## src/ihs_pkg.sv

```systemverilog
package ihs_pkg;
   localparam int WinLen = 30;
   localparam int CountW = 6;
   localparam logic [CountW-1:0] CountMax = 6'd63;

   typedef logic [7:0] byte_type;

   typedef enum logic [6:0] {
      JP_SCAN = 7'b0000001,
      JP_MARK = 7'b0000010,
      JP_LENH = 7'b0000100,
      JP_LENL = 7'b0001000,
      JP_SKIP = 7'b0010000,
      JP_SOF  = 7'b0100000,
      JP_STOP = 7'b1000000
   } jp_state_type;

   typedef enum logic [2:0] {
      XP_SEARCH = 3'b001,
      XP_FOUND  = 3'b010,
      XP_FAIL   = 3'b100
   } xp_state_type;

   localparam logic [2:0] KIND_NONE = 3'd0;
   localparam logic [2:0] KIND_JPEG = 3'd1;
   localparam logic [2:0] KIND_PNG  = 3'd2;
   localparam logic [2:0] KIND_GIF  = 3'd3;
   localparam logic [2:0] KIND_WEBP = 3'd4;
   localparam logic [2:0] KIND_XML  = 3'd5;

   // status handed from the byte tracker to the result builder
   typedef struct packed {
      logic       jpeg_found;
      logic       xml_found;
      logic [CountW-1:0] len;
   } scan_status_type;

   typedef struct packed {
      logic [2:0]  kind;
      logic [31:0] width;
      logic [31:0] height;
      logic [7:0]  channels;
      logic        mono_flag;
      logic        alpha_flag;
   } result_type;
endpackage

```

## src/ihs_if.sv

```systemverilog
interface ihs_req_if;
   logic       valid;
   logic       ready;
   logic [7:0] data_byte;
   logic       last_byte;
   modport source (output valid, data_byte, last_byte, input ready);
   modport sink (input valid, data_byte, last_byte, output ready);
endinterface

interface ihs_rsp_if;
   logic        valid;
   logic        ready;
   logic [2:0]  kind;
   logic [31:0] width;
   logic [31:0] height;
   logic [7:0]  channels;
   logic        mono_flag;
   logic        alpha_flag;
   modport source (output valid, kind, width, height, channels, mono_flag, alpha_flag,
                   input ready);
   modport sink (input valid, kind, width, height, channels, mono_flag, alpha_flag,
                 output ready);
endinterface

```

## src/ihs_result.sv

```systemverilog
// Decode the format and header fields from the captured window.
module ihs_result (
   input  ihs_pkg::byte_type        win [ihs_pkg::WinLen],
   input  ihs_pkg::byte_type        sof [6],
   input  ihs_pkg::scan_status_type stat,
   output ihs_pkg::result_type      res
);
   function automatic logic [31:0] le16(input ihs_pkg::byte_type a, input ihs_pkg::byte_type b);
      le16 = {16'd0, b, a};
   endfunction

   logic [31:0] bits;
   logic [5:0]  n;

   always_comb begin
      n = stat.len;
      bits = {win[24], win[23], win[22], win[21]};
      res = '0;
      if (n < 6'd4) begin
         res.kind = ihs_pkg::KIND_NONE;
      end else if (win[0] == 8'hFF && win[1] == 8'hD8 && win[2] == 8'hFF) begin
         res.kind = ihs_pkg::KIND_JPEG;
         if (stat.jpeg_found) begin
            res.height = {16'd0, sof[1], sof[2]};
            res.width = {16'd0, sof[3], sof[4]};
            res.channels = sof[5];
            res.mono_flag = (sof[5] == 8'd1);
         end
      end else if (n >= 6'd8 && win[0] == 8'h89 && win[1] == "P" && win[2] == "N"
                   && win[3] == "G" && win[4] == 8'h0D && win[5] == 8'h0A
                   && win[6] == 8'h1A && win[7] == 8'h0A) begin
         res.kind = ihs_pkg::KIND_PNG;
         if (n >= 6'd29 && win[12] == "I" && win[13] == "H" && win[14] == "D"
             && win[15] == "R") begin
            res.width = {win[16], win[17], win[18], win[19]};
            res.height = {win[20], win[21], win[22], win[23]};
            case (win[25])
               8'd0: begin res.channels = 8'd1; res.mono_flag = 1'b1; end
               8'd2, 8'd3: res.channels = 8'd3;
               8'd4: begin
                  res.channels = 8'd2; res.mono_flag = 1'b1; res.alpha_flag = 1'b1;
               end
               8'd6: begin res.channels = 8'd4; res.alpha_flag = 1'b1; end
               default: res.channels = 8'd0;
            endcase
         end
      end else if (n >= 6'd6 && win[0] == "G" && win[1] == "I" && win[2] == "F"
                   && win[3] == "8" && (win[4] == "7" || win[4] == "9") && win[5] == "a") begin
         res.kind = ihs_pkg::KIND_GIF;
         if (n >= 6'd10) begin
            res.width = le16(win[6], win[7]);
            res.height = le16(win[8], win[9]);
            res.channels = 8'd3;
         end
      end else if (n >= 6'd12 && win[0] == "R" && win[1] == "I" && win[2] == "F"
                   && win[3] == "F" && win[8] == "W" && win[9] == "E" && win[10] == "B"
                   && win[11] == "P") begin
         res.kind = ihs_pkg::KIND_WEBP;
         if (n >= 6'd30 && win[12] == "V" && win[13] == "P" && win[14] == "8") begin
            if (win[15] == " ") begin
               if (win[23] == 8'h9D && win[24] == 8'h01 && win[25] == 8'h2A) begin
                  res.width = le16(win[26], win[27]) & 32'h3FFF;
                  res.height = le16(win[28], win[29]) & 32'h3FFF;
                  res.channels = 8'd3;
               end
            end else if (win[15] == "L") begin
               if (win[20] == 8'h2F) begin
                  res.width = {18'd0, bits[13:0]} + 32'd1;
                  res.height = {18'd0, bits[27:14]} + 32'd1;
                  res.channels = 8'd3;
                  res.alpha_flag = bits[28];
               end
            end else if (win[15] == "X") begin
               res.alpha_flag = win[20][4];
               res.width = {8'd0, win[26], win[25], win[24]} + 32'd1;
               res.height = {8'd0, win[29], win[28], win[27]} + 32'd1;
               res.channels = 8'd3;
            end
         end
      end else if (stat.xml_found) begin
         res.kind = ihs_pkg::KIND_XML;
      end
   end
endmodule

```

## src/image_header_sniffer.sv

```systemverilog
// Image header sniffer. Feed a file one byte per word on req_, marking the final byte
// with last_byte; one result word appears on rsp_ for that file, giving the format
// (JPEG, PNG, GIF, WebP, XML or unknown) and width, height, channel count, grayscale
// and alpha flags where the header holds them. One byte is taken every cycle; the
// per-byte state update (JPEG segment walker, XML prefix tracker, 30-byte header
// window) sits before the input boundary and the format decode sits between a
// registered snapshot and the result register. Input stalls only while both the
// snapshot and the result register hold a result and the result is not being taken.
module image_header_sniffer (
   input logic clock,
   input logic reset,
   ihs_req_if.sink   req_bus,
   ihs_rsp_if.source rsp_bus
);
   ihs_pkg::byte_type win_ff [ihs_pkg::WinLen];
   ihs_pkg::byte_type sof_ff [6];
   ihs_pkg::byte_type swin_ff [ihs_pkg::WinLen];
   ihs_pkg::byte_type ssof_ff [6];
   logic [5:0]  count_ff;
   ihs_pkg::jp_state_type jp_ff, jp_in;
   ihs_pkg::xp_state_type xp_ff, xp_in;
   logic [15:0] skip_ff, skip_in;
   logic [7:0]  marker_ff, marker_in;
   logic [2:0]  sidx_ff, sidx_in;
   logic        found_ff, found_in;
   logic        sval_ff;
   ihs_pkg::scan_status_type stat_ff;
   logic        rval_ff;
   ihs_pkg::result_type res_ff, res_c;
   logic        take, s_adv, sof_wr, first_ef;
   logic [15:0] seg;
   logic [7:0]  b;
   logic [4:0]  widx;

   // stage 2 advances when result register is free or being drained
   assign s_adv = !rval_ff || rsp_bus.ready;
   assign req_bus.ready = !sval_ff || s_adv;
   assign take = req_bus.valid && req_bus.ready;
   assign b = req_bus.data_byte;
   assign seg = skip_ff | {8'd0, b};
   assign widx = count_ff[4:0];
   // first byte is a possible BOM: window slot 0 holds it once count passes zero
   assign first_ef = (count_ff == 6'd0) ? (b == 8'hEF) : (win_ff[0] == 8'hEF);

   always_comb begin
      jp_in = jp_ff;
      skip_in = skip_ff;
      marker_in = marker_ff;
      sidx_in = sidx_ff;
      found_in = found_ff;
      sof_wr = 1'b0;
      if (count_ff >= 6'd2) begin
         case (jp_ff)
            ihs_pkg::JP_SCAN: if (b == 8'hFF) jp_in = ihs_pkg::JP_MARK;
            ihs_pkg::JP_MARK: begin
               if (b == 8'hFF) begin
                  jp_in = ihs_pkg::JP_MARK;
               end else if (b == 8'hD8 || b inside {[8'hD0:8'hD7]} || b == 8'h01) begin
                  jp_in = ihs_pkg::JP_SCAN;
               end else if (b == 8'hDA || b == 8'hD9) begin
                  jp_in = ihs_pkg::JP_STOP;
               end else begin
                  marker_in = b;
                  jp_in = ihs_pkg::JP_LENH;
               end
            end
            ihs_pkg::JP_LENH: begin
               skip_in = {b, 8'd0};
               jp_in = ihs_pkg::JP_LENL;
            end
            ihs_pkg::JP_LENL: begin
               if (seg < 16'd2) begin
                  jp_in = ihs_pkg::JP_STOP;
               end else if (marker_ff inside {[8'hC0:8'hCF]} && marker_ff != 8'hC4
                            && marker_ff != 8'hC8 && marker_ff != 8'hCC) begin
                  sidx_in = 3'd0;
                  jp_in = ihs_pkg::JP_SOF;
               end else if (seg == 16'd2) begin
                  skip_in = 16'd0;
                  jp_in = ihs_pkg::JP_SCAN;
               end else begin
                  skip_in = seg - 16'd2;
                  jp_in = ihs_pkg::JP_SKIP;
               end
            end
            ihs_pkg::JP_SKIP: begin
               skip_in = skip_ff - 16'd1;
               if (skip_ff == 16'd1) jp_in = ihs_pkg::JP_SCAN;
            end
            ihs_pkg::JP_SOF: begin
               sof_wr = 1'b1;
               sidx_in = sidx_ff + 3'd1;
               if (sidx_ff == 3'd5) begin
                  found_in = 1'b1;
                  jp_in = ihs_pkg::JP_STOP;
               end
            end
            default: jp_in = jp_ff;
         endcase
      end
   end

   always_comb begin
      xp_in = xp_ff;
      if (xp_ff == ihs_pkg::XP_SEARCH) begin
         if (count_ff == 6'd0 && b == 8'hEF) begin
            xp_in = ihs_pkg::XP_SEARCH;
         end else if ((count_ff == 6'd1 || count_ff == 6'd2) && first_ef) begin
            if (b != ((count_ff == 6'd1) ? 8'hBB : 8'hBF)) xp_in = ihs_pkg::XP_FAIL;
         end else if (b == 8'h20 || b == 8'h09 || b == 8'h0D || b == 8'h0A) begin
            xp_in = ihs_pkg::XP_SEARCH;
         end else begin
            xp_in = (b == 8'h3C) ? ihs_pkg::XP_FOUND : ihs_pkg::XP_FAIL;
         end
      end
   end

   // hold window and SOF bytes; they are payload and need no reset
   always_ff @(posedge clock) begin
      if (take && count_ff < 6'(ihs_pkg::WinLen)) win_ff[widx] <= b;
      if (take && sof_wr) sof_ff[sidx_ff] <= b;
      if (take && req_bus.last_byte) begin
         // snapshot the window with the final byte merged in
         for (int k = 0; k < ihs_pkg::WinLen; k++)
            swin_ff[k] <= (count_ff < 6'(ihs_pkg::WinLen) && widx == 5'(k)) ? b : win_ff[k];
         for (int k = 0; k < 6; k++)
            ssof_ff[k] <= (sof_wr && sidx_ff == 3'(k)) ? b : sof_ff[k];
      end
      if (sval_ff && s_adv) res_ff <= res_c;
   end

   always_ff @(posedge clock) begin
      if (reset) begin
         count_ff <= '0;
         jp_ff <= ihs_pkg::JP_SCAN;
         xp_ff <= ihs_pkg::XP_SEARCH;
         skip_ff <= '0;
         marker_ff <= '0;
         sidx_ff <= '0;
         found_ff <= 1'b0;
         sval_ff <= 1'b0;
         stat_ff <= '0;
         rval_ff <= 1'b0;
      end else begin
         if (take) begin
            if (req_bus.last_byte) begin
               // drop per-file state, ready for the next file
               count_ff <= '0;
               jp_ff <= ihs_pkg::JP_SCAN;
               xp_ff <= ihs_pkg::XP_SEARCH;
               skip_ff <= '0;
               marker_ff <= '0;
               sidx_ff <= '0;
               found_ff <= 1'b0;
               stat_ff.jpeg_found <= found_in;
               stat_ff.xml_found <= (xp_in == ihs_pkg::XP_FOUND);
               stat_ff.len <= (count_ff == ihs_pkg::CountMax) ? count_ff : count_ff + 6'd1;
            end else begin
               if (count_ff != ihs_pkg::CountMax) count_ff <= count_ff + 6'd1;
               jp_ff <= jp_in;
               xp_ff <= xp_in;
               skip_ff <= skip_in;
               marker_ff <= marker_in;
               sidx_ff <= sidx_in;
               found_ff <= found_in;
            end
         end
         if (take && req_bus.last_byte) sval_ff <= 1'b1;
         else if (s_adv) sval_ff <= 1'b0;
         if (s_adv) rval_ff <= sval_ff;
      end
   end

   ihs_result u_result (.win(swin_ff), .sof(ssof_ff), .stat(stat_ff), .res(res_c));

   assign rsp_bus.valid = rval_ff;
   assign rsp_bus.kind = res_ff.kind;
   assign rsp_bus.width = res_ff.width;
   assign rsp_bus.height = res_ff.height;
   assign rsp_bus.channels = res_ff.channels;
   assign rsp_bus.mono_flag = res_ff.mono_flag;
   assign rsp_bus.alpha_flag = res_ff.alpha_flag;

   a_kind_range: assert property (@(posedge clock) disable iff (reset)
      rval_ff |-> res_ff.kind <= ihs_pkg::KIND_XML) else $error("kind out of range");
   a_sof_found: assert property (@(posedge clock) disable iff (reset)
      found_ff |-> jp_ff == ihs_pkg::JP_STOP) else $error("sof found but walk not stopped");
   a_stall_hold: assert property (@(posedge clock) disable iff (reset)
      rval_ff && !rsp_bus.ready |=> rval_ff) else $error("result dropped");
   a_no_empty_meta: assert property (@(posedge clock) disable iff (reset)
      rval_ff && (res_ff.kind == ihs_pkg::KIND_NONE || res_ff.kind == ihs_pkg::KIND_XML)
      |-> res_ff.width == 32'd0 && res_ff.channels == 8'd0) else $error("stray fields");
endmodule

```

## src/flat_wrapper.sv

```systemverilog
// flat-port wrapper written by rule: the top's interface ports become plain ports
module image_header_sniffer_flat 
  (clock, reset, req_bus_valid, req_bus_data_byte, req_bus_last_byte, req_bus_ready, rsp_bus_valid, rsp_bus_kind, rsp_bus_width, rsp_bus_height, rsp_bus_channels, rsp_bus_mono_flag, rsp_bus_alpha_flag, rsp_bus_ready);
  ihs_req_if req_bus_i ();
  ihs_rsp_if rsp_bus_i ();
  input logic clock;
  input logic reset;
  input wire logic [$bits(req_bus_i.valid)-1:0] req_bus_valid;
  input wire logic [$bits(req_bus_i.data_byte)-1:0] req_bus_data_byte;
  input wire logic [$bits(req_bus_i.last_byte)-1:0] req_bus_last_byte;
  output wire logic [$bits(req_bus_i.ready)-1:0] req_bus_ready;
  output wire logic [$bits(rsp_bus_i.valid)-1:0] rsp_bus_valid;
  output wire logic [$bits(rsp_bus_i.kind)-1:0] rsp_bus_kind;
  output wire logic [$bits(rsp_bus_i.width)-1:0] rsp_bus_width;
  output wire logic [$bits(rsp_bus_i.height)-1:0] rsp_bus_height;
  output wire logic [$bits(rsp_bus_i.channels)-1:0] rsp_bus_channels;
  output wire logic [$bits(rsp_bus_i.mono_flag)-1:0] rsp_bus_mono_flag;
  output wire logic [$bits(rsp_bus_i.alpha_flag)-1:0] rsp_bus_alpha_flag;
  input wire logic [$bits(rsp_bus_i.ready)-1:0] rsp_bus_ready;
  assign req_bus_i.valid = req_bus_valid;
  assign req_bus_i.data_byte = req_bus_data_byte;
  assign req_bus_i.last_byte = req_bus_last_byte;
  assign req_bus_ready = req_bus_i.ready;
  assign rsp_bus_valid = rsp_bus_i.valid;
  assign rsp_bus_kind = rsp_bus_i.kind;
  assign rsp_bus_width = rsp_bus_i.width;
  assign rsp_bus_height = rsp_bus_i.height;
  assign rsp_bus_channels = rsp_bus_i.channels;
  assign rsp_bus_mono_flag = rsp_bus_i.mono_flag;
  assign rsp_bus_alpha_flag = rsp_bus_i.alpha_flag;
  assign rsp_bus_i.ready = rsp_bus_ready;
  image_header_sniffer u_core (.clock(clock), .reset(reset), .req_bus(req_bus_i), .rsp_bus(rsp_bus_i));
endmodule
```

## config.mk

```make
export PLATFORM = sky130hd
export DESIGN_NAME = image_header_sniffer_flat
export DESIGN_NICKNAME = d
export VERILOG_FILES = /design/src/ihs_pkg.sv /design/src/ihs_if.sv /design/src/ihs_result.sv /design/src/image_header_sniffer.sv /design/src/flat_wrapper.sv
export SDC_FILE = /design/constraint.sdc
export NUM_CORES = 1
export LEC_CHECK = 0
export ABC_CLOCK_PERIOD_IN_PS = 10850
export BUFFER_PORTS_ARGS = -buffer_cell sky130_fd_sc_hd__buf_2
export CAP_MARGIN = 20
export CORE_MARGIN = 2
export CORE_UTILIZATION = 58
export CTS_BUF_LIST = sky130_fd_sc_hd__clkbuf_2
export CTS_CLUSTER_DIAMETER = 200
export DETAILED_ROUTE_END_ITERATION = 7
export GPL_ROUTABILITY_DRIVEN = 0
export HOLD_SLACK_MARGIN = 0.02
export PLACE_DENSITY = 0.78
export SYNTH_ARGS = -nofsm -noshare
export SYNTH_HDL_FRONTEND = slang
export SYNTH_SLANG_ARGS = --single-unit
```

## constraint.sdc

```tcl
create_clock -name clock -period 10.85 [get_ports clock]
set_input_delay 1.085 -clock clock [delete_from_list [all_inputs] [get_ports clock]]
set_output_delay 1.085 -clock clock [all_outputs]
set_load 0.01 [all_outputs]
```

==> key figures <==
Setup path
  • R2R Path Start: u_core.swin_ff[114]$_DFFE_PP_
  • Crit path kind: flip-flop to flip-flop
  • FF-to-FF End: u_core.rsp_bus.width[0]$_SDFFCE_PP0P_
  • Setup crit end kind: flip-flop
  • CP arrival: 5010 ps
  • Worst Path Required: 11930 ps
  • R2R Setup Slk: 6920 ps
  • Startpoint types: flip-flop
  • CP max FO: 20
  • Reg2Reg Depth: 5

STA
  • Setup_tns: 0 ps
  • Hold slack final: 199 ps
  • Fmax: 254 MHz
  • Max Slew Vio Count: 0
  • RSZ-0062 raised after global routing: false
  • Final setup viols: 0
  • Fin crit period: 3930 ps
  • Final worst-path cycle share: 0.363
  • Worst slew pin tran: 1230 ps
  • Worst setup skew after layout: 74.4 ps
  • Max-slew headroom: 0.176
  • Final hold viol count: 0

Synthesis
  • Post-synth EDFFs: 637
  • Post-synth top area cell: edfxtp_1
  • FFs w/ async S/R, synth: 0
  • Flops & latches, synth: 691
  • Top post-synthesis cells by area: edfxtp_1, mux2_2, dfxtp_1, nand2_1, a21oi_1
  • Post-synth top area share: 0.631
  • Yosys warnings: 0
  • Sequential area share after synthesis: 0.667
  • Post-Syn Instances: 2136
  • Top FF cell, synth: edfxtp_1
  • Syn_area_per_cell: 14.2 µm²
  • Synth Cell Area: 30300 µm²
  • Unique masters post-synth: 77
  • Syn nets: 2167

CTS
  • CTS Buf Count: 164
  • Root buffer cell: clkbuf_2
  • Clk_lat worst skew: 1350 ps
  • Sink Count: 691
  • CTS Buffer Depth: 3
  • CTS HTree Levels: 4
  • Post-CTS sizing: 0
  • TritonCTS clock tree: built
  • Worst-path clk slew: 110 ps

Placement
  • Cell Area, Placed: 31400 µm²
  • # port buffers: 91
  • Hpwl dp: 46.7 mm
  • Placed cell count: 2823

Finish
  • Layout cells sized above 1: 0.283
  • Synth-to-Final Area Change: 9.38%
  • Nets: 2344
  • Non-Filler Instances: 3121
  • Final Cell Area: 33100 µm²

Pwr
  • Comb pwr share: 0.036
  • P_int: 0.00379 W
  • Psw: 0.00119 W
  • VDD IR max: 0.0000869 V
  • Register share of total power: 0.598
  • Sw Share: 0.239
  • Pwr/cell area: 150 nW/µm²
  • Clk pwr share: 0.366
  • Pwr Total: 0.00498 W
  • LEAKAGE: 11.6 nW

Outcome
  • Outcome: complete, no violations

Global routing
  • Global-route wire length before repair: 112 mm
  • GRT overflow: 0
  • Pin count of the biggest net entering global routing: 120
  • GR Util All Layers: 0.276
  • Vias in the first global route: 19300
  • Initial antenna violation count: 4

Detailed routing
  • Residual DRC count: 0
  • Iter 0 DRT Violations: 2710
  • Total routed wirelength: 74.6 mm
  • Via count: 19900
  • Final ANT Viol Nets: 0
  • Drt first pass iters: 8
  • Routed wire per std cell: 23.9 µm
  • Vias per cell: 6.38

Flow run
  • Max Cap Viol: 0

Die
  • DIE WIDTH: 233 µm
  • Site Rows: 83
  • Die area: 54100 µm²
  • Core area: 51500 µm²
  • Io pins: 92
  • Starting Density: 0.588
  • Die Height: 233 µm

Hold path
  • Hold EP: u_core.win_ff[4][2]$_DFFE_PP_
  • Min-Delay Path Depth: 1
  • Hold Path Origin: req_bus_data_byte[2]
  • Min-Delay Path Class: input pin to flip-flop
-- power by group through the flow --
stage | logic (W) | clock network, W | registers (W)
6_report | 0.000180 | 0.00182 | 0.00298
5_1_grt | 0.000193 | 0.00198 | 0.00298
4_1_cts | 0.000176 | 0.00185 | 0.00298
3_5_place_dp | 0.000175 | 0 | 0.00304
3_3_place_gp | 0.000170 | 0 | 0.00304
2_1_floorplan | 0.000100 | 0 | 0.00304
-- worst max-delay path by stage --
stage,startpoint,endpoint
5_1_grt,u_core.swin_ff[213]$_DFFE_PP_,u_core.rsp_bus.height[7]$_SDFFCE_PP0P_
2_1_floorplan,rsp_bus_ready,u_core.stat_ff[4]$_SDFFE_PP0P_
6_report,u_core.swin_ff[114]$_DFFE_PP_,u_core.rsp_bus.width[0]$_SDFFCE_PP0P_
3_5_place_dp,rsp_bus_ready,u_core.skip_ff[13]$_SDFFE_PP0P_
4_1_cts,u_core.swin_ff[176]$_DFFE_PP_,u_core.rsp_bus.width[6]$_SDFFCE_PP0P_
3_3_place_gp,rsp_bus_ready,u_core.skip_ff[13]$_SDFFE_PP0P_
-- registers in the layout (all words and copies together), names as in the netlist, 6 cells and up --
signal and count:
u_core.skip_ff 16, u_core.rsp_bus.height 32, u_core.rsp_bus.width 32, u_core.sof_ff 40, u_core.marker_ff 8, u_core.jp_ff 7
u_core.rsp_bus.channels 8, u_core.count_ff 6, u_core.stat_ff 8, u_core.ssof_ff 40, u_core.win_ff 240, u_core.swin_ff 240
-- per-stage QoR --
step / setup slack, ps / utilization
final: 6920 / 0.643
after global routing: 6830 / 0.643
after global placement: 6660 / 0.609
after floorplan: 312 / -
after detailed placement: 6540 / 0.610
after CTS: 7100 / 0.642
-- critical path: stages (launching register included) --
cell,delay (ps)
edfxtp_1,480
nor3_1,770
nand3_1,760
nand2_1,820
o221ai_1,340
o21ai_0,520
-- logic make-up (layout without fill, tap and decap cells) --
group / count (synthesis) / count (layout) / synth area share
AOI/OAI and AO/OA: 323 / 323 / 0.0725
xor gates and xnor gates: 81 / 81 / 0.0234
adders and majority gates: 18 / 18 / 0.00743
buffers and inverters: 174 / 476 / 0.0221
DFF: 691 / 691 / 0.667
muxes: 288 / 288 / 0.107
other: 0 / 3 / 0
and+or+nand+nor: 561 / 561 / 0.101
-- Yosys cell counts (9+ instances only) --
| cell type | number |
|---|---|
| inv_1 | 63 |
| a222oi_1 | 31 |
| o211ai_1 | 11 |
| o21ai_0 | 68 |
| o22ai_1 | 9 |
| nand2_1 | 126 |
| o41ai_1 | 14 |
| mux2_2 | 282 |
| nor3_1 | 40 |
| nor4b_1 | 17 |
| ha_1 | 18 |
| xor2_1 | 35 |
| nor4_1 | 35 |
| a31oi_1 | 10 |
| nand4_1 | 34 |
| dfxtp_1 | 54 |
| or4_1 | 12 |
| nor2_1 | 87 |
| clkbuf_1 | 100 |
| and3_1 | 28 |
| nor4bb_1 | 15 |
| nand3_1 | 76 |
| edfxtp_1 | 637 |
| and2_1 | 30 |
| a21oi_1 | 88 |
| o31ai_1 | 13 |
| xnor2_1 | 46 |
-- layout by cell type, fill, tap and decap left out, types with 7 or more instances in the layout --
master / count
a31oi_1: 10
a21oi_1: 88
o31ai_1: 13
and3_1: 28
bufinv_16: 8
nor4_1: 33
nor4bb_1: 15
and2_1: 30
or3_1: 7
o21ai_0: 67
buf_4: 26
o22ai_1: 9
nor3b_1: 7
or4_1: 12
inv_1: 63
o211ai_1: 11
edfxtp_1: 637
buf_2: 90
nand2_1: 126
clkbuf_2: 252
a222oi_1: 31
xor2_1: 35
nand4_1: 34
nor4b_1: 17
nor3_1: 40
nor2_1: 87
a211oi_1: 8
xnor2_1: 46
nand3_1: 76
o41ai_1: 14
clkinv_1: 24
dfxtp_1: 54
mux2_2: 282
ha_1: 18
-- what timing repair did --
action | CTS | global route
buffers inserted | 0 | 0
endpoints found under the hold margin | 2 | 0
endpoints found under the setup margin | 0 | 0
hold buffers | 2 | 0
-- layout make-up --
type / count / area [µm²]
timing repair buffer: 121 / 731
clock buffer: 252 / 1260
antenna: 3 / 7.51
fill: 3743 / 18400
sequential: 691 / 20200
tap: 680 / 851
clock inverter: 39 / 375
multi-input combinational: 1271 / 9450
inverter: 64 / 248
-- metal layers --
metal | global-route usage | vias to the layer above | routed length, µm
met1 | 0.359 | 9596 | 28800
met3 | 0.0765 | 229 | 7600
met2 | 0.435 | 1242 | 35000
met4 | 0.125 | 0 | 3120
li1 | - | 8834 | -
met5 | 0 | - | 0
No activity file was read; power rests on OpenSTA's default activity.
